--- src/design/tbp_pkg.sv ---
package tbp_pkg;

  localparam int unsigned WORD_BITS     = 32;
  localparam int unsigned FRACTION_BITS = 30;

  // Per-item status that travels beside the two division lanes
  typedef struct packed {
    logic degenerate;
    logic neg_up;
    logic neg_mid;
    logic ovf_up;
    logic ovf_mid;
  } tbp_flags_t;

  function automatic int unsigned max_u(input int unsigned a, input int unsigned b);
    return (a > b) ? a : b;
  endfunction

endpackage

--- src/design/tbp_div_cell.sv ---
module tbp_div_cell #(
  parameter int unsigned WordBits = tbp_pkg::WORD_BITS,
  parameter int unsigned ProdBits = 2 * (WordBits + 1)
) (
  input  logic                clk_i,
  input  logic                rst_ni,
  input  logic                en_i,
  input  logic                valid_i,
  input  tbp_pkg::tbp_flags_t flags_i,
  input  logic [ProdBits-1:0] rem_up_i,
  input  logic [WordBits-1:0] nq_up_i,
  input  logic [ProdBits-1:0] div_up_i,
  input  logic [ProdBits-1:0] rem_mid_i,
  input  logic [WordBits-1:0] nq_mid_i,
  input  logic [ProdBits-1:0] div_mid_i,
  output logic                valid_o,
  output tbp_pkg::tbp_flags_t flags_o,
  output logic [ProdBits-1:0] rem_up_o,
  output logic [WordBits-1:0] nq_up_o,
  output logic [ProdBits-1:0] div_up_o,
  output logic [ProdBits-1:0] rem_mid_o,
  output logic [WordBits-1:0] nq_mid_o,
  output logic [ProdBits-1:0] div_mid_o
);
  import tbp_pkg::*;

  // One restoring step: pull in the next dividend bit, shift the quotient
  // bit into the freed low end of the same word.
  function automatic logic [ProdBits+WordBits-1:0] div_step(
    input logic [ProdBits-1:0] rem,
    input logic [WordBits-1:0] nq,
    input logic [ProdBits-1:0] dv
  );
    logic [ProdBits:0]   r2;
    logic                ge;
    logic [ProdBits-1:0] rn;
    r2 = {rem, nq[WordBits-1]};
    ge = r2 >= {1'b0, dv};
    rn = ge ? ProdBits'(r2 - {1'b0, dv}) : r2[ProdBits-1:0];
    return {rn, nq[WordBits-2:0], ge};
  endfunction

  logic [ProdBits+WordBits-1:0] step_up, step_mid;

  assign step_up  = div_step(rem_up_i, nq_up_i, div_up_i);
  assign step_mid = div_step(rem_mid_i, nq_mid_i, div_mid_i);

  always_ff @(posedge clk_i or negedge rst_ni) begin
    if (!rst_ni) begin
      valid_o <= 1'b0;
    end else if (en_i) begin
      valid_o <= valid_i;
    end
  end

  always_ff @(posedge clk_i) begin
    if (en_i) begin
      flags_o               <= flags_i;
      {rem_up_o, nq_up_o}   <= step_up;
      {rem_mid_o, nq_mid_o} <= step_mid;
      div_up_o              <= div_up_i;
      div_mid_o             <= div_mid_i;
    end
  end

endmodule

--- config.mk ---
export PLATFORM = sky130hd
export DESIGN_NAME = tbp_div_cell
export DESIGN_NICKNAME = d
export VERILOG_FILES = /design/src/design/tbp_pkg.sv /design/src/design/tbp_div_cell.sv
export SDC_FILE = /design/constraint.sdc
export NUM_CORES = 1
export LEC_CHECK = 0
export ABC_AREA = 1
export BUFFER_PORTS_ARGS = -buffer_cell sky130_fd_sc_hd__buf_2
export CAP_MARGIN = 20
export CORE_ASPECT_RATIO = 2
export CORE_UTILIZATION = 23
export DETAILED_ROUTE_END_ITERATION = 10
export PLACE_DENSITY = 0.51
export SYNTH_ARGS = -nofsm -noshare
export SYNTH_HDL_FRONTEND = slang
export SYNTH_SLANG_ARGS = --single-unit
--- constraint.sdc ---
create_clock -name clk_i -period 1 [get_ports clk_i]
set_input_delay 0.1 -clock clk_i [delete_from_list [all_inputs] [get_ports clk_i]]
set_output_delay 0.1 -clock clk_i [all_outputs]
set_load 0.05 [all_outputs]
Word level (Yosys, flattened, before mapping)

Cells that the tools add are included.

Input port bits: 337
Output and inout bits: 334
Register bits after elaboration: 334
Logic and storage cells: 18

Mux-type cells: 2
Add/sub/neg operators: 2
Order comparisons: 2

Operators with widths:

| kind                           | count |
|---|---|
| >= comparator 67 x 66 -> 1 bit | 2 |
| two-way mux 66 bit             | 2 |
| subtractor 66 bit              | 2 |

Logic depth before layout (Yosys ltp)

Word-level depth: 2
Mapped depth: 19
Gate-level depth less buffers: 17

Least setup slack after synthesis

No wires, ideal clock.

Path type: input to register
Start point: input div_up_i[50]
End point: register rem_up_o[13] (data pin)
Slack: -1.009 ns
Path buffers: 2
Cell stages on the path: 13
Library setup time: 0.252 ns
Arrival: 1.757 ns
Required time: 0.748 ns
Cell sequence: inv_1 ha_1 a21oi_1 a21boi_0 o21ai_1 a21oi_1 nand3_2 nand2_2 nand2_4 buf_4 buf_4 nand2_1 nand2_1

Longest elaborated chain between the ends: 2

RTL lines:

| element                        | line               | RTL |
|---|---|---|
| from (decl)                    | tbp_div_cell.sv:12 | `input logic [ProdBits-1:0] div_up_i,` |
| >= comparator 67 x 66 -> 1 bit | tbp_div_cell.sv:38 | `ge = r2 >= {1'b0, dv};` |
| two-way mux 66 bit             | tbp_div_cell.sv:39 | `rn = ge ? ProdBits'(r2 - {1'b0, dv}) : r2[ProdBits-1:0];` |
| via step_up[45]                | tbp_div_cell.sv:43 | `logic [ProdBits+WordBits-1:0] step_up, step_mid;` |
| to (signal assigned)           | tbp_div_cell.sv:59 | `{rem_up_o, nq_up_o} <= step_up;` |
| to (decl)                      | tbp_div_cell.sv:18 | `output logic [ProdBits-1:0] rem_up_o,` |

The timed path passes the listed nets, and every way through them passes these cells.
A chain may end at the register's enable or synchronous reset.

Worst setup path after layout

Start point: input rem_mid_i[15]
End point: register rem_mid_o[10] (data pin)

Longest elaborated chain between the ends: 2

RTL lines:

| element                        | line               | RTL |
|---|---|---|
| from (decl)                    | tbp_div_cell.sv:13 | `input logic [ProdBits-1:0] rem_mid_i,` |
| >= comparator 67 x 66 -> 1 bit | tbp_div_cell.sv:38 |  |
| two-way mux 66 bit             | tbp_div_cell.sv:39 |  |
| via step_mid[42]               | tbp_div_cell.sv:43 |  |
| to (signal assigned)           | tbp_div_cell.sv:60 | `{rem_mid_o, nq_mid_o} <= step_mid;` |
| to (decl)                      | tbp_div_cell.sv:21 | `output logic [ProdBits-1:0] rem_mid_o,` |

The timed path passes the listed nets, and every way through them passes these cells.

==> results.md <==
* Status: finished with violations
* Failing checks: negative setup slack
* CP Capture Point: rem_mid_o[10]
* Grt ovf at 0
* First-pass GRT wire length at 223,000 µm
* Dpl cell area at 37,200 µm²
* CTS sink count at 334
* Cell Pwr Density at 1300 nW/µm²
* Reg2reg path depth at 1
* FMAX at slightly above 500 MHz
* Top cells by area, synth: edfxtp_1 (42%), nand2_1 (21%), inv_1 (10%)
* Via count at 30,400
* Routed WL per cell at 24.7 µm
* Synth Register Bits at between 300 and 400
* Setup TNS at -198,250 ps
* Final Cell Area at 49,100 µm²
* Slew @ Worst Pin at 650 ps
* Post-Synth Adder-Cell Area at 7.10%
* Critical Path Start Type: primary input
* Final Hold Fails at 0
* Top cells by count, synth: nand2_1 (1,327), inv_1 (649), edfxtp_1 (333)
* Maxcap violations at 0
* Most common cell in the netlist: nand2_1
* Final Skew at 0 ps
* Share of flip-flops with an asynchronous set or reset at less than 1%
* Cell Area, Synth at 23,800 µm²
* Net count, final at 5,790
* Synth top area share at 42.0%
* Setup crit start: rem_mid_i[15]
* CTS Buffer Depth at 3
* IO Pins at 671
* Root buf cell: clkbuf_16
* Relative slew slack at 56.6%
* YS warnings at 0
* Overall routing resource usage at 30.6%
* Post-synthesis cell type with the largest combined area: edfxtp_1
* Die H at 457 µm
* Final period utilization at 194%
* Share of cells above drive strength 1 at 48.9%
* Gpl congestion at between 1 and 1.5
* Final Max Slew Viols at 0
* 1st-pass router iterations at 7
* WL final at 165,000 µm
* Final hold slack at 30.1 ps
* Final Setup Violations at 468
* Rows at 166
* CP arrival at 2280 ps
* RSZ-0062 raised after global routing: yes
* Number of flops mapped to enable cells by yosys at 333
* Post-Place Cells at 6,170
* # DRC at 0
* Avg Inst Size Synth at around 7 µm²
* WS Path Type: primary input to flip-flop
* Core area at roughly 100,000 µm²
* Multiplexer share of the synthesized area at 0.0473%
* Max rail drop VDD at between 1.5 and 2 mV
* Fin crit period at 1940 ps
* XOR/XNOR share of the synthesized area at 2.43%
* Antenna violations before repair at 21
* Post-route ant nets at 0
* Vias in the first global route at between 30,000 and 40,000
* Pwr Total at ~0.064 W
* Starting Density at 23.3%
* Port buffer count at 670
* R2R Path Start: valid_o
* CTS clk-pin slew, worst paths at roughly 70 ps
* Hold crit path type: primary input to flip-flop
* Required @ worst endpoint at 1340 ps
* Post-Syn Instances at 3,309
* Final worst setup slack at -945 ps
* Register area share after synthesis at 42.1%
* Largest net degree at the start of global routing at 48
* Die W at 230 µm
* Vias per cell at around 4.5
* Simple-gate share of the synthesized area at 31.5%
* 1st-iter DRT viols at between 1,000 and 1,500
* Compound-gate portion of the synthesized area at under 10%
* End of the worst register-to-register path: valid_o
* Library cells used by synthesis at 35
* Crit path max fanout at 9
* H-Tree Level Count at 2
* Layout area overhead at 106%
* Non-filler cells, final at 6,700
* Crit. End Element: flip-flop
* Main combinational cell family by area after synthesis: simple AND/OR/NAND/NOR gates
* Syn_nets at 3,780
* CTS tree: yes
* Top FF cell, synth: edfxtp_1
* Skew-Pair Late Insertion Delay at 580 ps
* HPWL Detailed at 132,000 µm
* TritonCTS buffer count at 35
* Die ar. at around 100,000 µm²
* P_leak at 24.3 nW
* Worst R2R Setup Slack at 250 ps
## critical path, stage by stage
cell	delay, ps
buf_6	100
ha_4	260
buf_6	110
nand2_4	70
nor2_4	130
inv_2	60
nor2_4	120
nand3b_1	220
nand3_4	180
nand2_4	70
nand3_4	100
nand2_4	70
nand2_8	140
inv_16	80
buf_12	160
buf_12	150
nand2_4	60
nand2_2	50
## report_power, final
part,internal (W),switching (W),leakage (nW)
logic,0.0132,0.0183,20.5
registers,0.0173,0.000903,3.27
clock network,0.00761,0.00635,0.558
## placed cells by master (no fill, tap or decap), types with 5 or more instances in the layout
| cell type | n |
|---|---|
| nand2_1 | 953 |
| buf_4 | 875 |
| inv_1 | 545 |
| buf_6 | 401 |
| dlygate4sd3_1 | 335 |
| edfxtp_1 | 333 |
| buf_2 | 296 |
| nand2_2 | 266 |
| nor2_1 | 144 |
| ha_4 | 124 |
| nand2_4 | 112 |
| inv_2 | 94 |
| nand3_1 | 91 |
| a21oi_1 | 89 |
| buf_12 | 61 |
| xor2_1 | 57 |
| nand3_2 | 55 |
| nor2_2 | 52 |
| clkbuf_16 | 47 |
| nor2_4 | 43 |
| a21oi_2 | 43 |
| o21ai_0 | 37 |
| nand4_1 | 36 |
| o21bai_1 | 27 |
| nand3b_1 | 26 |
| nand3_4 | 20 |
| a21oi_4 | 18 |
| nor3_1 | 16 |
| inv_4 | 15 |
| buf_16 | 14 |
| diode_2 | 11 |
| nor3_2 | 11 |
| o21ai_1 | 8 |
| clkinv_1 | 8 |
| buf_8 | 8 |
| nor3_4 | 7 |
| ha_1 | 7 |
| o21ai_2 | 5 |
| nor4_1 | 5 |
| xor2_2 | 5 |
## area by class of cell
cell class / instances / area (µm²)
Clock inverter: 23 / 224
Tap cell: 1344 / 1680
Clock buffer: 40 / 937
Sequential cell: 334 / 10000
Inverter: 659 / 2580
Timing Repair Buffer: 2001 / 17900
Antenna cell: 11 / 27.5
Fill cell: 9914 / 53300
Multi-Input combinational cell: 2288 / 15700
## cells by family (layout without fill, tap and decap cells)
group,after synthesis,count (layout)
xor+xnor,66,66
fa+ha+maj,134,134
mux,1,1
other cells,0,11
compound gates,241,241
buf+inv,687,2723
flops,334,334
simple gates,1846,1846
## sequential cells by signal, indices dropped and copies added, names as in the netlist
name / flops
flags_o: 5
nq_mid_o: 32
rem_up_o: 66
nq_up_o: 32
div_mid_o: 66
valid_o: 1
rem_mid_o: 66
div_up_o: 66
## layer usage
layer  global-route usage (%)  up-vias  share of wire, %
met3                     6.60      511               6.0
li1                         -    14400                 -
met1                     24.9    14100                29
met2                     58.5     1338                53
met5                        0        -             0.021
met4                     30.3        6                12
## how the worst min path moves through the flow
stage / slack, ps / endpoint / from / depth (start not counted)
CTS: 3 / rem_up_o[54] / en_i / 2
detailed placement: -120 / valid_o / rst_ni / 1
finish: 30 / rem_up_o[54] / en_i / 2
global route: 20 / rem_up_o[54] / en_i / 2
global placement: -130 / valid_o / rst_ni / 1
floorplan: -200 / valid_o / rst_ni / 0
## timing repair
| item | in CTS | in global routing |
|---|---|---|
| endpoints found under the setup margin | 468 | 468 |
| hold buffers | 335 | 0 |
| gates cloned | 11 | 13 |
| pin swaps | 108 | 168 |
| setup buffers | 67 | 38 |
| hold endpoints to repair | 334 | 0 |
| gates resized for setup | 1243 | 481 |
## metrics by stage
step / util, % / setup WS (ps)
floorplan: - / -916
global placement: 36.3 / -2000
detailed placement: 36.3 / -1990
CTS: 45.7 / -842
global route: 47.9 / -965
finish: 48.0 / -945
Power figures use the tool's default switching activity.
