**src/design/tbp_pkg.sv**
```systemverilog
package tbp_pkg;

  localparam int unsigned WORD_BITS     = 32;
  localparam int unsigned FRACTION_BITS = 30;

  // Per-item status that travels beside the two division lanes
  typedef struct packed {
    logic degenerate;
    logic neg_up;
    logic neg_mid;
    logic ovf_up;
    logic ovf_mid;
  } tbp_flags_t;

  function automatic int unsigned max_u(input int unsigned a, input int unsigned b);
    return (a > b) ? a : b;
  endfunction

endpackage

```
**src/design/tbp_finish.sv**
```systemverilog
module tbp_finish #(
  parameter int unsigned WordBits     = tbp_pkg::WORD_BITS,
  parameter int unsigned FractionBits = tbp_pkg::FRACTION_BITS
) (
  input  logic                       clk_i,
  input  logic                       rst_ni,
  input  logic                       en_i,
  input  logic                       valid_i,
  input  tbp_pkg::tbp_flags_t        flags_i,
  input  logic        [WordBits-1:0] q_up_i,
  input  logic        [WordBits-1:0] q_mid_i,
  output logic                       valid_o,
  output logic signed [WordBits-1:0] prob_up_o,
  output logic signed [WordBits-1:0] prob_mid_o,
  output logic signed [WordBits-1:0] prob_down_o,
  output logic                       negative_o,
  output logic                       degenerate_o
);
  import tbp_pkg::*;

  localparam int unsigned PdBits = max_u(WordBits, FractionBits + 1) + 2;

  localparam logic signed [WordBits-1:0] MaxVal = {1'b0, {(WordBits-1){1'b1}}};
  localparam logic signed [WordBits-1:0] MinVal = {1'b1, {(WordBits-1){1'b0}}};
  localparam logic signed [PdBits-1:0]   One    = PdBits'(1) << FractionBits;

  function automatic logic signed [WordBits-1:0] sat_q(
    input logic [WordBits-1:0] q,
    input logic                neg,
    input logic                ovf
  );
    logic signed [WordBits-1:0] r;
    if (ovf) begin
      r = neg ? MinVal : MaxVal;
    end else if (neg) begin
      r = (q > MinVal) ? MinVal : WordBits'(-q);
    end else begin
      r = q[WordBits-1] ? MaxVal : q;
    end
    return r;
  endfunction

  logic signed [WordBits-1:0] pu, pm, pd;
  logic signed [PdBits-1:0]   pd_w;

  always_comb begin
    pu   = sat_q(q_up_i, flags_i.neg_up, flags_i.ovf_up);
    pm   = sat_q(q_mid_i, flags_i.neg_mid, flags_i.ovf_mid);
    pd_w = One - PdBits'(pu) - PdBits'(pm);
    if (pd_w > PdBits'(MaxVal)) begin
      pd = MaxVal;
    end else if (pd_w < PdBits'(MinVal)) begin
      pd = MinVal;
    end else begin
      pd = WordBits'(pd_w);
    end
  end

  always_ff @(posedge clk_i or negedge rst_ni) begin
    if (!rst_ni) begin
      valid_o <= 1'b0;
    end else if (en_i) begin
      valid_o <= valid_i;
    end
  end

  // Coincident sons: zero everything, raise only the degenerate flag
  always_ff @(posedge clk_i) begin
    if (en_i) begin
      degenerate_o <= flags_i.degenerate;
      if (flags_i.degenerate) begin
        prob_up_o   <= '0;
        prob_mid_o  <= '0;
        prob_down_o <= '0;
        negative_o  <= 1'b0;
      end else begin
        prob_up_o   <= pu;
        prob_mid_o  <= pm;
        prob_down_o <= pd;
        negative_o  <= pu[WordBits-1] | pm[WordBits-1] | pd[WordBits-1];
      end
    end
  end

endmodule

```
**config.mk**
```make
export PLATFORM = sky130hd
export DESIGN_NAME = tbp_finish
export DESIGN_NICKNAME = d
export VERILOG_FILES = /design/src/design/tbp_pkg.sv /design/src/design/tbp_finish.sv
export SDC_FILE = /design/constraint.sdc
export NUM_CORES = 1
export LEC_CHECK = 0
export ABC_CLOCK_PERIOD_IN_PS = 900
export BUFFER_PORTS_ARGS = -buffer_cell sky130_fd_sc_hd__buf_2
export CAP_MARGIN = 40
export CORE_ASPECT_RATIO = 0.6
export CORE_MARGIN = 4
export CORE_UTILIZATION = 56
export DETAILED_ROUTE_END_ITERATION = 6
export PLACE_DENSITY = 0.82
export SLEW_MARGIN = 20
export SYNTH_ARGS = -nofsm -noshare
export SYNTH_HDL_FRONTEND = slang
export SYNTH_SLANG_ARGS = --single-unit
```
**constraint.sdc**
```tcl
create_clock -name clk_i -period 0.9 [get_ports clk_i]
set_clock_uncertainty 0.1 [all_clocks]
set_input_delay 0.045 -clock clk_i [delete_from_list [all_inputs] [get_ports clk_i]]
set_output_delay 0.045 -clock clk_i [all_outputs]
set_load 0.02 [all_outputs]
```
==> flow_summary.yaml, run 1 <==
run_status:
  run_status: "did not finish"
  stop_stage: "clock tree synthesis (4_1_cts)"
  error_message: "[ERROR DPL-0038] Utilization greater than 100%, impossible to legalize"
synth:
  synth.yosys.warnings: 0
  asr_flop_ratio_synth: 0.01010
  syn-instance-count: 824
  postSynthRegisterBits: 99
  avgSynthCellArea_sq_um: 9.168
  synth-main-ff-cell: "edfxtp_1"
  seq_total_area_yosys: 0.3928
  synthDistinctLibCells: 62
  post_synth_main_area_contributors: "edfxtp_1, ha_1, o21ai_0"
  syn_area_sq_mm: 0.007555
  post-synth-top-area-cell: "edfxtp_1"
  synth_largest_type_area_fraction: 0.3895
  synth_enable_flop_cells: 98
  mappedNetlistNets: 964
clocking:
  postCtsSetupRepairBufs: 124
  postCtsResizedCells: 407
  cts_max_level: 3
  hold_buf_cts: 4
  cts-buffers-inserted: 9
  root_buffer: "clkbuf_16"
  numClockSinks: 99
  clockBufferDepth: 2
floorplanning:
  initial_core_util: 0.5806
  ioPinCount: 172
  die_y_um: 97.97
  die_width_um: 157.9
  core.rowCount: 32
place:
  dp.cells: 1450
  routabilityCongestion: 1.024
  place.port_buffers: 171
  worst_slack_after_detailed_placement_ps: -5342
  post-dp-hpwl_um: 25040
==> synthesized netlist by cell type (all sizes together) (20+ instances only) <==
| library cell | count |
|---|---|
| a211oi | 22 |
| a21o | 21 |
| a21oi | 56 |
| a221oi | 26 |
| clkbuf | 38 |
| edfxtp | 98 |
| ha | 66 |
| inv | 26 |
| nand2 | 30 |
| nor2 | 113 |
| nor3 | 25 |
| o21ai | 98 |
| or3 | 22 |
| xnor2 | 20 |
==> kinds of logic after synthesis <==
kind of cell / share of synthesized area
xor+xnor: 0.03478
compound gates: 0.2363
flops: 0.3928
simple gates: 0.1820
mux: 0.004140
fa+ha+maj: 0.1120
buf+inv: 0.03793
==> per-stage QoR <==
| stage | cell area, sq um | util | hold WS [ps] |
|---|---|---|---|
| 3_5_place_dp | 11490 | 0.8828 | -276.6 |
| 3_3_place_gp | 11490 | 0.8828 | -280.3 |
| 2_1_floorplan | 8175 | - | -350.6 |
==> run 2, diff against run 1 <==
--- a/config.mk
+++ b/config.mk
@@ -8,11 +8,10 @@
 export ABC_CLOCK_PERIOD_IN_PS = 900
 export BUFFER_PORTS_ARGS = -buffer_cell sky130_fd_sc_hd__buf_2
 export CAP_MARGIN = 40
-export CORE_ASPECT_RATIO = 0.6
 export CORE_MARGIN = 4
-export CORE_UTILIZATION = 56
+export CORE_UTILIZATION = 40
 export DETAILED_ROUTE_END_ITERATION = 6
-export PLACE_DENSITY = 0.82
+export PLACE_DENSITY_LB_ADDON = 0.15
 export SLEW_MARGIN = 20
 export SYNTH_ARGS = -nofsm -noshare
 export SYNTH_HDL_FRONTEND = slang
==> run 2 against run 1 <==
Effect of this change: the flow now finishes, with violations (setup timing); synthesized cell count did not move; area after synthesis did not move.
==> flow_summary.yaml, run 2 <==
synth:
  avgSynthCellArea_sq_um: 9.168
  synthDistinctLibCells: 62
  synth.most_common_cell: "nor2_1"
  asr_flop_ratio_synth: 0.01010
  synth_enable_flop_cells: 98
  synth.cells.most_frequent: "nor2_1, edfxtp_1, o21ai_0"
  synth-main-ff-cell: "edfxtp_1"
  postSynthRegisterBits: 99
  post-synth-top-area-cell: "edfxtp_1"
  post_synth_main_area_contributors: "edfxtp_1, ha_1, o21ai_0"
  mappedNetlistNets: 964
  synth_largest_type_area_fraction: 0.3895
  syn-instance-count: 824
  seq_total_area_yosys: 0.3928
  synth.yosys.warnings: 0
  syn_area_sq_mm: 0.007555
floorplanning:
  floorplan.core_area_sq_mm: 0.01827
  die_y_um: 145.4
  ioPinCount: 172
  fp.dieArea_sq_mm: 0.02115
  die_width_um: 145.4
  initial_core_util: 0.4135
  core.rowCount: 49
power_and_ir_drop:
  design_power_total_uw: 22710
  p_sw_uw: 8823
  power-per-cell-area_mw_per_mm2: 1475
  power.internal_uw: 13880
  sequential_fraction_of_design_power: 0.272
  clkPwrFrac: 0.171
  static-leakage-power_uw: 0.006287
  combPwrFrac: 0.557
  swShare: 0.3886
  power.ir.vdd_worst_mv: 1.142
drt:
  via_count: 9723
  ant_nets: 0
  drt_first_pass_iters: 6
  drt-total-wl_um: 38210
  route.detailed.drc: 0
  initialDrtViolationCount: 891
  routedWlPerCell_um: 23.74
  detail_route.vias_per_cell: 6.039
worst_setup_path:
  r2r_setup_slack_ps: 20
  timing.critical_path.from_type: "input pin"
  crit_type: "in2reg"
  critPathRequiredTime_ps: 920
  cpMaxStageDelayCell: "or4b_4"
  critical-path-max-stage-delay_ps: 520
  worst_ep_arrival_time_ps: 5660
  buffer_and_inverter_count_on_the_worst_path: 8
  reg2reg_depth: 1
  worstPathMaxFanout: 11
  setup.worst_path.end_class: "flip-flop"
  critical-path-top-delay-family: "simple AND/OR/NAND/NOR gates"
  critical_path_cell_count: 27
cells_and_area:
  reg.largest.list: "prob_down_o: 32 flops, prob_mid_o: 32 flops, prob_up_o: 32 flops"
  antenna_cells_inserted: 0
  layout.cell_area.non_filler_sq_mm: 0.01540
  final_cells: 1610
  drive_above_1_share: 0.6770
  final_net_count: 1516
  layout_overhead_on_the_synthesized_area_pct: 103.8
  layout.cells.most_common: "buf_4"
  mostFrequentLayoutCells: "buf_4, buf_2, buf_6"
clocking:
  cts_max_level: 3
  cts-buffers-inserted: 9
  root_buffer: "clkbuf_16"
  numClockSinks: 99
  insertion_delay_ps: 360
  clk_transition_reported_paths_ps: 70
  clockBufferDepth: 2
  tritoncts: "done"
timing:
  rsz0062_at_grt: "yes"
  timing.slew.headroom: 0.5037
  period_share: 6.266
  drv_slew: 0
  report.final.hold_viol_count: 0
  worst_slack_ps: -4740
  achievable-frequency_mhz: 177.3
  finalSetupViolCount: 196
  timing.final.crit_period_ps: 5640
  worst_pin_slew_ps: 743.6
run_status:
  violated_checks: "setup timing"
  run_status: "finished with violations"
global_route:
  grt.total_usage: 0.2962
  grt_first_pass_wirelength_um: 50610
  gr-total-overflow: 0
  maximum_number_of_pins_on_one_net_before_global_route_repair: 56
  grt_pass1_vias: 9433
  initial_antenna_violation_count: 1
worst_hold_path:
  min_delay_path_depth: 3
  min_path_type: "in2reg"
place:
  place.port_buffers: 171
  post_dp_cell_area_sq_mm: 0.01171
  post-dp-hpwl_um: 21580
  dp.cells: 1524
  routabilityCongestion: 0.9467
job:
  maxCapViolCount: 0
-- run 2: cell counts after synthesis --
No cell type changed its count.
-- run 2: cells by family (layout without fill, tap and decap cells) --
kind of cell / Yosys count / count (layout) / synth area share
AO/OA/AOI/OAI: 281 / 281 / 0.2363
AND/OR/NAND/NOR: 273 / 273 / 0.1820
flip-flops: 99 / 99 / 0.3928
buffers and inverters: 71 / 628 / 0.03793
adder cells (fa/ha/maj): 67 / 67 / 0.1120
XOR/XNOR: 30 / 30 / 0.03478
multiplexers: 3 / 3 / 0.004140
-- run 2: area by class of cell --
type | instances | area [sq um]
clock buffer | 10 | 229.0
clock inverter | 6 | 48.80
fill | 899 | 2872
inverter | 26 | 137.6
multi-input combinational | 654 | 6895
sequential | 99 | 2969
tap | 229 | 286.5
timing repair buffer | 586 | 4832
-- run 2: path summary, 6_finish.rpt --
kind,start,to
worst max-delay path,q_up_i[0],prob_down_o[7]
worst min-delay path,en_i,valid_o
worst max register to register,valid_o,valid_o
worst min register to register,valid_o,valid_o
max in group asynchronous,rst_ni,valid_o
min in group asynchronous,rst_ni,valid_o
-- run 2: per-stage QoR --
stage / util / hold slack, ps / setup slack [ps] / TNS (ps)
floorplan: - / -350.6 / -4776 / -283380
global placement: 0.6410 / -280.1 / -5070 / -320860
detailed placement: 0.6410 / -279.6 / -5112 / -323640
CTS: 0.7717 / 33.31 / -4285 / -278460
global route: 0.8428 / 53.31 / -4887 / -309390
finish: 0.8428 / 45.95 / -4740 / -298250
-- run 2: routing by layer --
layer / global-route usage / share of wire / vias up
met3: 0.05045 / 0.082 / 203
met5: 0 / 0.00034 / -
met2: 0.5095 / 0.48 / 590
met4: 0.1201 / 0.062 / 2
met1: 0.3705 / 0.38 / 4671
li1: - / - / 4257
-- run 2: power by group through the flow --
stage / Combinational [uW] / Clock, uW / Sequential (uW)
6_report: 12600 / 3890 / 6170
5_1_grt: 13200 / 4110 / 6220
4_1_cts: 10600 / 3870 / 6080
3_5_place_dp: 8600 / 0 / 6170
3_3_place_gp: 8500 / 0 / 6170
2_1_floorplan: 3700 / 0 / 7010
-- run 2: what timing repair did --
| action | 4_1_cts | 5_1_grt |
|---|---|---|
| pin swaps | 139 | 76 |
| gates resized for setup | 311 | 313 |
| setup buffers | 77 | 39 |
| gates cloned | 4 | 1 |
| hold buffers | 3 | 0 |
| hold endpoints to repair | 2 | 0 |
| endpoints found under the setup margin | 196 | 196 |
Power figures use the tool's default switching activity.
==> run 3, diff against run 2 <==
--- a/config.mk
+++ b/config.mk
@@ -11,6 +11,7 @@
 export CORE_MARGIN = 4
 export CORE_UTILIZATION = 40
 export DETAILED_ROUTE_END_ITERATION = 6
+export GPL_TIMING_DRIVEN = 0
 export PLACE_DENSITY_LB_ADDON = 0.15
 export SLEW_MARGIN = 20
 export SYNTH_ARGS = -nofsm -noshare
==> run 3 against run 2 <==
Effect of this change: the flow finishes with violations (hold timing, setup timing); first-iteration DRC count fell by 51%; combinational power shrank 21%; core utilization shrank 16 points; critical path depth shrank 2; critical endpoint is now prob_down_o[19].
==> flow_summary.yaml, run 3 (synthesis results as in run 2) <==
worst_setup_path:
  critical-path-top-delay-family: "simple AND/OR/NAND/NOR gates"
  cpMaxStageDelayCell: "or4_4"
  critical-path-max-stage-delay_ps: 560
  r2r_setup_slack_ps: 30
  reg2reg_depth: 1
  endpoint_of_the_most_critical_register_to_register_path: "valid_o"
  timing.critical_path.from_type: "input pin"
  buffer_and_inverter_count_on_the_worst_path: 7
  critical_path_cell_count: 25
  critPathRequiredTime_ps: 900
  cp-startpoint: "q_up_i[14]"
  worst_ep_arrival_time_ps: 5660
  worstPathMaxFanout: 6
  worstSetupEndpoint: "prob_down_o[19]"
  regToRegStartpoint: "valid_o"
  crit_type: "in2reg"
  setup.worst_path.end_class: "flip-flop"
cells_and_area:
  reg.largest.list: "prob_down_o: 32 flops, prob_mid_o: 32 flops, prob_up_o: 32 flops"
  drive_above_1_share: 0.4932
  final_net_count: 1236
  layout.cells.most_common: "nor2_1"
  layout_overhead_on_the_synthesized_area_pct: 66.07
  antenna_cells_inserted: 0
  mostFrequentLayoutCells: "nor2_1, buf_2, edfxtp_1"
  final_cells: 1330
  layout.cell_area.non_filler_sq_mm: 0.01255
clocking:
  tritoncts: "done"
  clk_transition_reported_paths_ps: 80
  root_buffer: "clkbuf_16"
  hold_buf_cts: 4
  cts_max_level: 3
  numClockSinks: 99
  cts-buffers-inserted: 9
  insertion_delay_ps: 350
  clockBufferDepth: 2
timing:
  timing.slew.headroom: 0.3734
  worst_slack_ps: -4761
  rsz0062_at_grt: "yes"
  worst_pin_slew_ps: 939.9
  timing.final.crit_period_ps: 5661
  finalSetupViolCount: 196
  finalHoldWorstSlack_ps: -69.70
  totalNegativeSetupSlack_ps: -293700
  achievable-frequency_mhz: 176.6
  report.final.hold_viol_count: 45
  drv_slew: 0
  period_share: 6.290
drt:
  routedWlPerCell_um: 21.02
  drt_first_pass_iters: 5
  detail_route.vias_per_cell: 5.956
  drt-total-wl_um: 27960
  via_count: 7921
  ant_nets: 0
  route.detailed.drc: 0
  initialDrtViolationCount: 441
global_route:
  grt_first_pass_wirelength_um: 41060
  initial_antenna_violation_count: 0
  gr-total-overflow: 0
  maximum_number_of_pins_on_one_net_before_global_route_repair: 55
  grt.total_usage: 0.2414
  grt_pass1_vias: 7430
power_and_ir_drop:
  power-per-cell-area_mw_per_mm2: 1617
  sequential_fraction_of_design_power: 0.304
  design_power_total_uw: 20290
  clkPwrFrac: 0.204
  power.ir.vdd_worst_mv: 1.058
  static-leakage-power_uw: 0.004824
  swShare: 0.3794
  combPwrFrac: 0.492
  power.internal_uw: 12590
  p_sw_uw: 7698
run_status:
  violated_checks: "hold timing, setup timing"
  run_status: "finished with violations"
job:
  maxCapViolCount: 0
place:
  routabilityCongestion: 0.9047
  post_dp_cell_area_sq_mm: 0.009346
  dp.cells: 1224
  place.port_buffers: 170
  post-dp-hpwl_um: 19000
floorplanning:
  fp.dieArea_sq_mm: 0.02115
  initial_core_util: 0.4135
  floorplan.core_area_sq_mm: 0.01827
  die_width_um: 145.4
  ioPinCount: 172
  die_y_um: 145.4
  core.rowCount: 49
worst_hold_path:
  min_path_type: "in2reg"
==> run 3: cell types whose count changed in the layout (fill, tap and decap cells not counted), sizes merged <==
| cell | before | now |
|---|---|---|
| clkbuf | 11 | 44 |
| buf | 581 | 267 |
| bufinv | 0 | 1 |
| inv | 29 | 30 |
| bufbuf | 1 | 0 |
| clkinvlp | 1 | 0 |
| dlygate4sd3 | 3 | 4 |
==> run 3: area by class of cell <==
class / instances / area (sq um)
plain buffers: 41 / 347.8
well taps: 229 / 286.5
inverters: 26 / 140.1
repair buffers: 265 / 2251
flip-flops and latches: 99 / 2969
multi-input cells: 654 / 6246
clock inverters: 7 / 80.08
clock buffers: 9 / 225.2
fillers: 1314 / 5724
==> run 3: how the worst min path moves through the flow <==
stage | from | slack [ps] | endpoint | cells past startpoint
3_3_place_gp | rst_ni | -280 | valid_o | 1
4_1_cts | q_mid_i[17] | -40 | prob_mid_o[17] | 3
3_5_place_dp | rst_ni | -280 | valid_o | 1
5_1_grt | en_i | -60 | prob_up_o[20] | 1
6_report | en_i | -70 | prob_up_o[20] | 1
2_1_floorplan | rst_ni | -350 | valid_o | 0
==> run 3: power groups by stage <==
| stage | Sequential (uW) | Combinational (uW) | Clock (uW) |
|---|---|---|---|
| after global routing | 6230 | 10600 | 4410 |
| after floorplan | 7010 | 3700 | 0 |
| after detailed placement | 6170 | 6710 | 0 |
| final | 6170 | 9980 | 4140 |
| after CTS | 6110 | 8550 | 4190 |
| after global placement | 6190 | 6660 | 0 |
==> run 3: metrics by stage <==
| stage | utilization | hold WS [ps] | setup WS (ps) |
|---|---|---|---|
| floorplan | - | -350.6 | -4776 |
| global placement | 0.5097 | -280.1 | -5895 |
| detailed placement | 0.5116 | -279.3 | -5897 |
| CTS | 0.6229 | -39.88 | -4681 |
| global route | 0.6867 | -61.30 | -4911 |
| finish | 0.6867 | -69.70 | -4761 |
==> run 3: per-layer routing <==
metal | part of all wire | GRT usage
met1 | 0.43 | 0.3248
met5 | 0 | 0
met4 | 0.018 | 0.06078
met3 | 0.064 | 0.04734
met2 | 0.49 | 0.4017
==> run 3: what timing repair did <==
| item | 4_1_cts | 5_1_grt |
|---|---|---|
| pin swaps | 102 | 87 |
| cloned | 6 | 1 |
| endpoints found under the setup margin | 197 | 197 |
| buffers inserted | 47 | 37 |
| endpoints found under the hold margin | 10 | 45 |
| gates resized for setup | 246 | 200 |
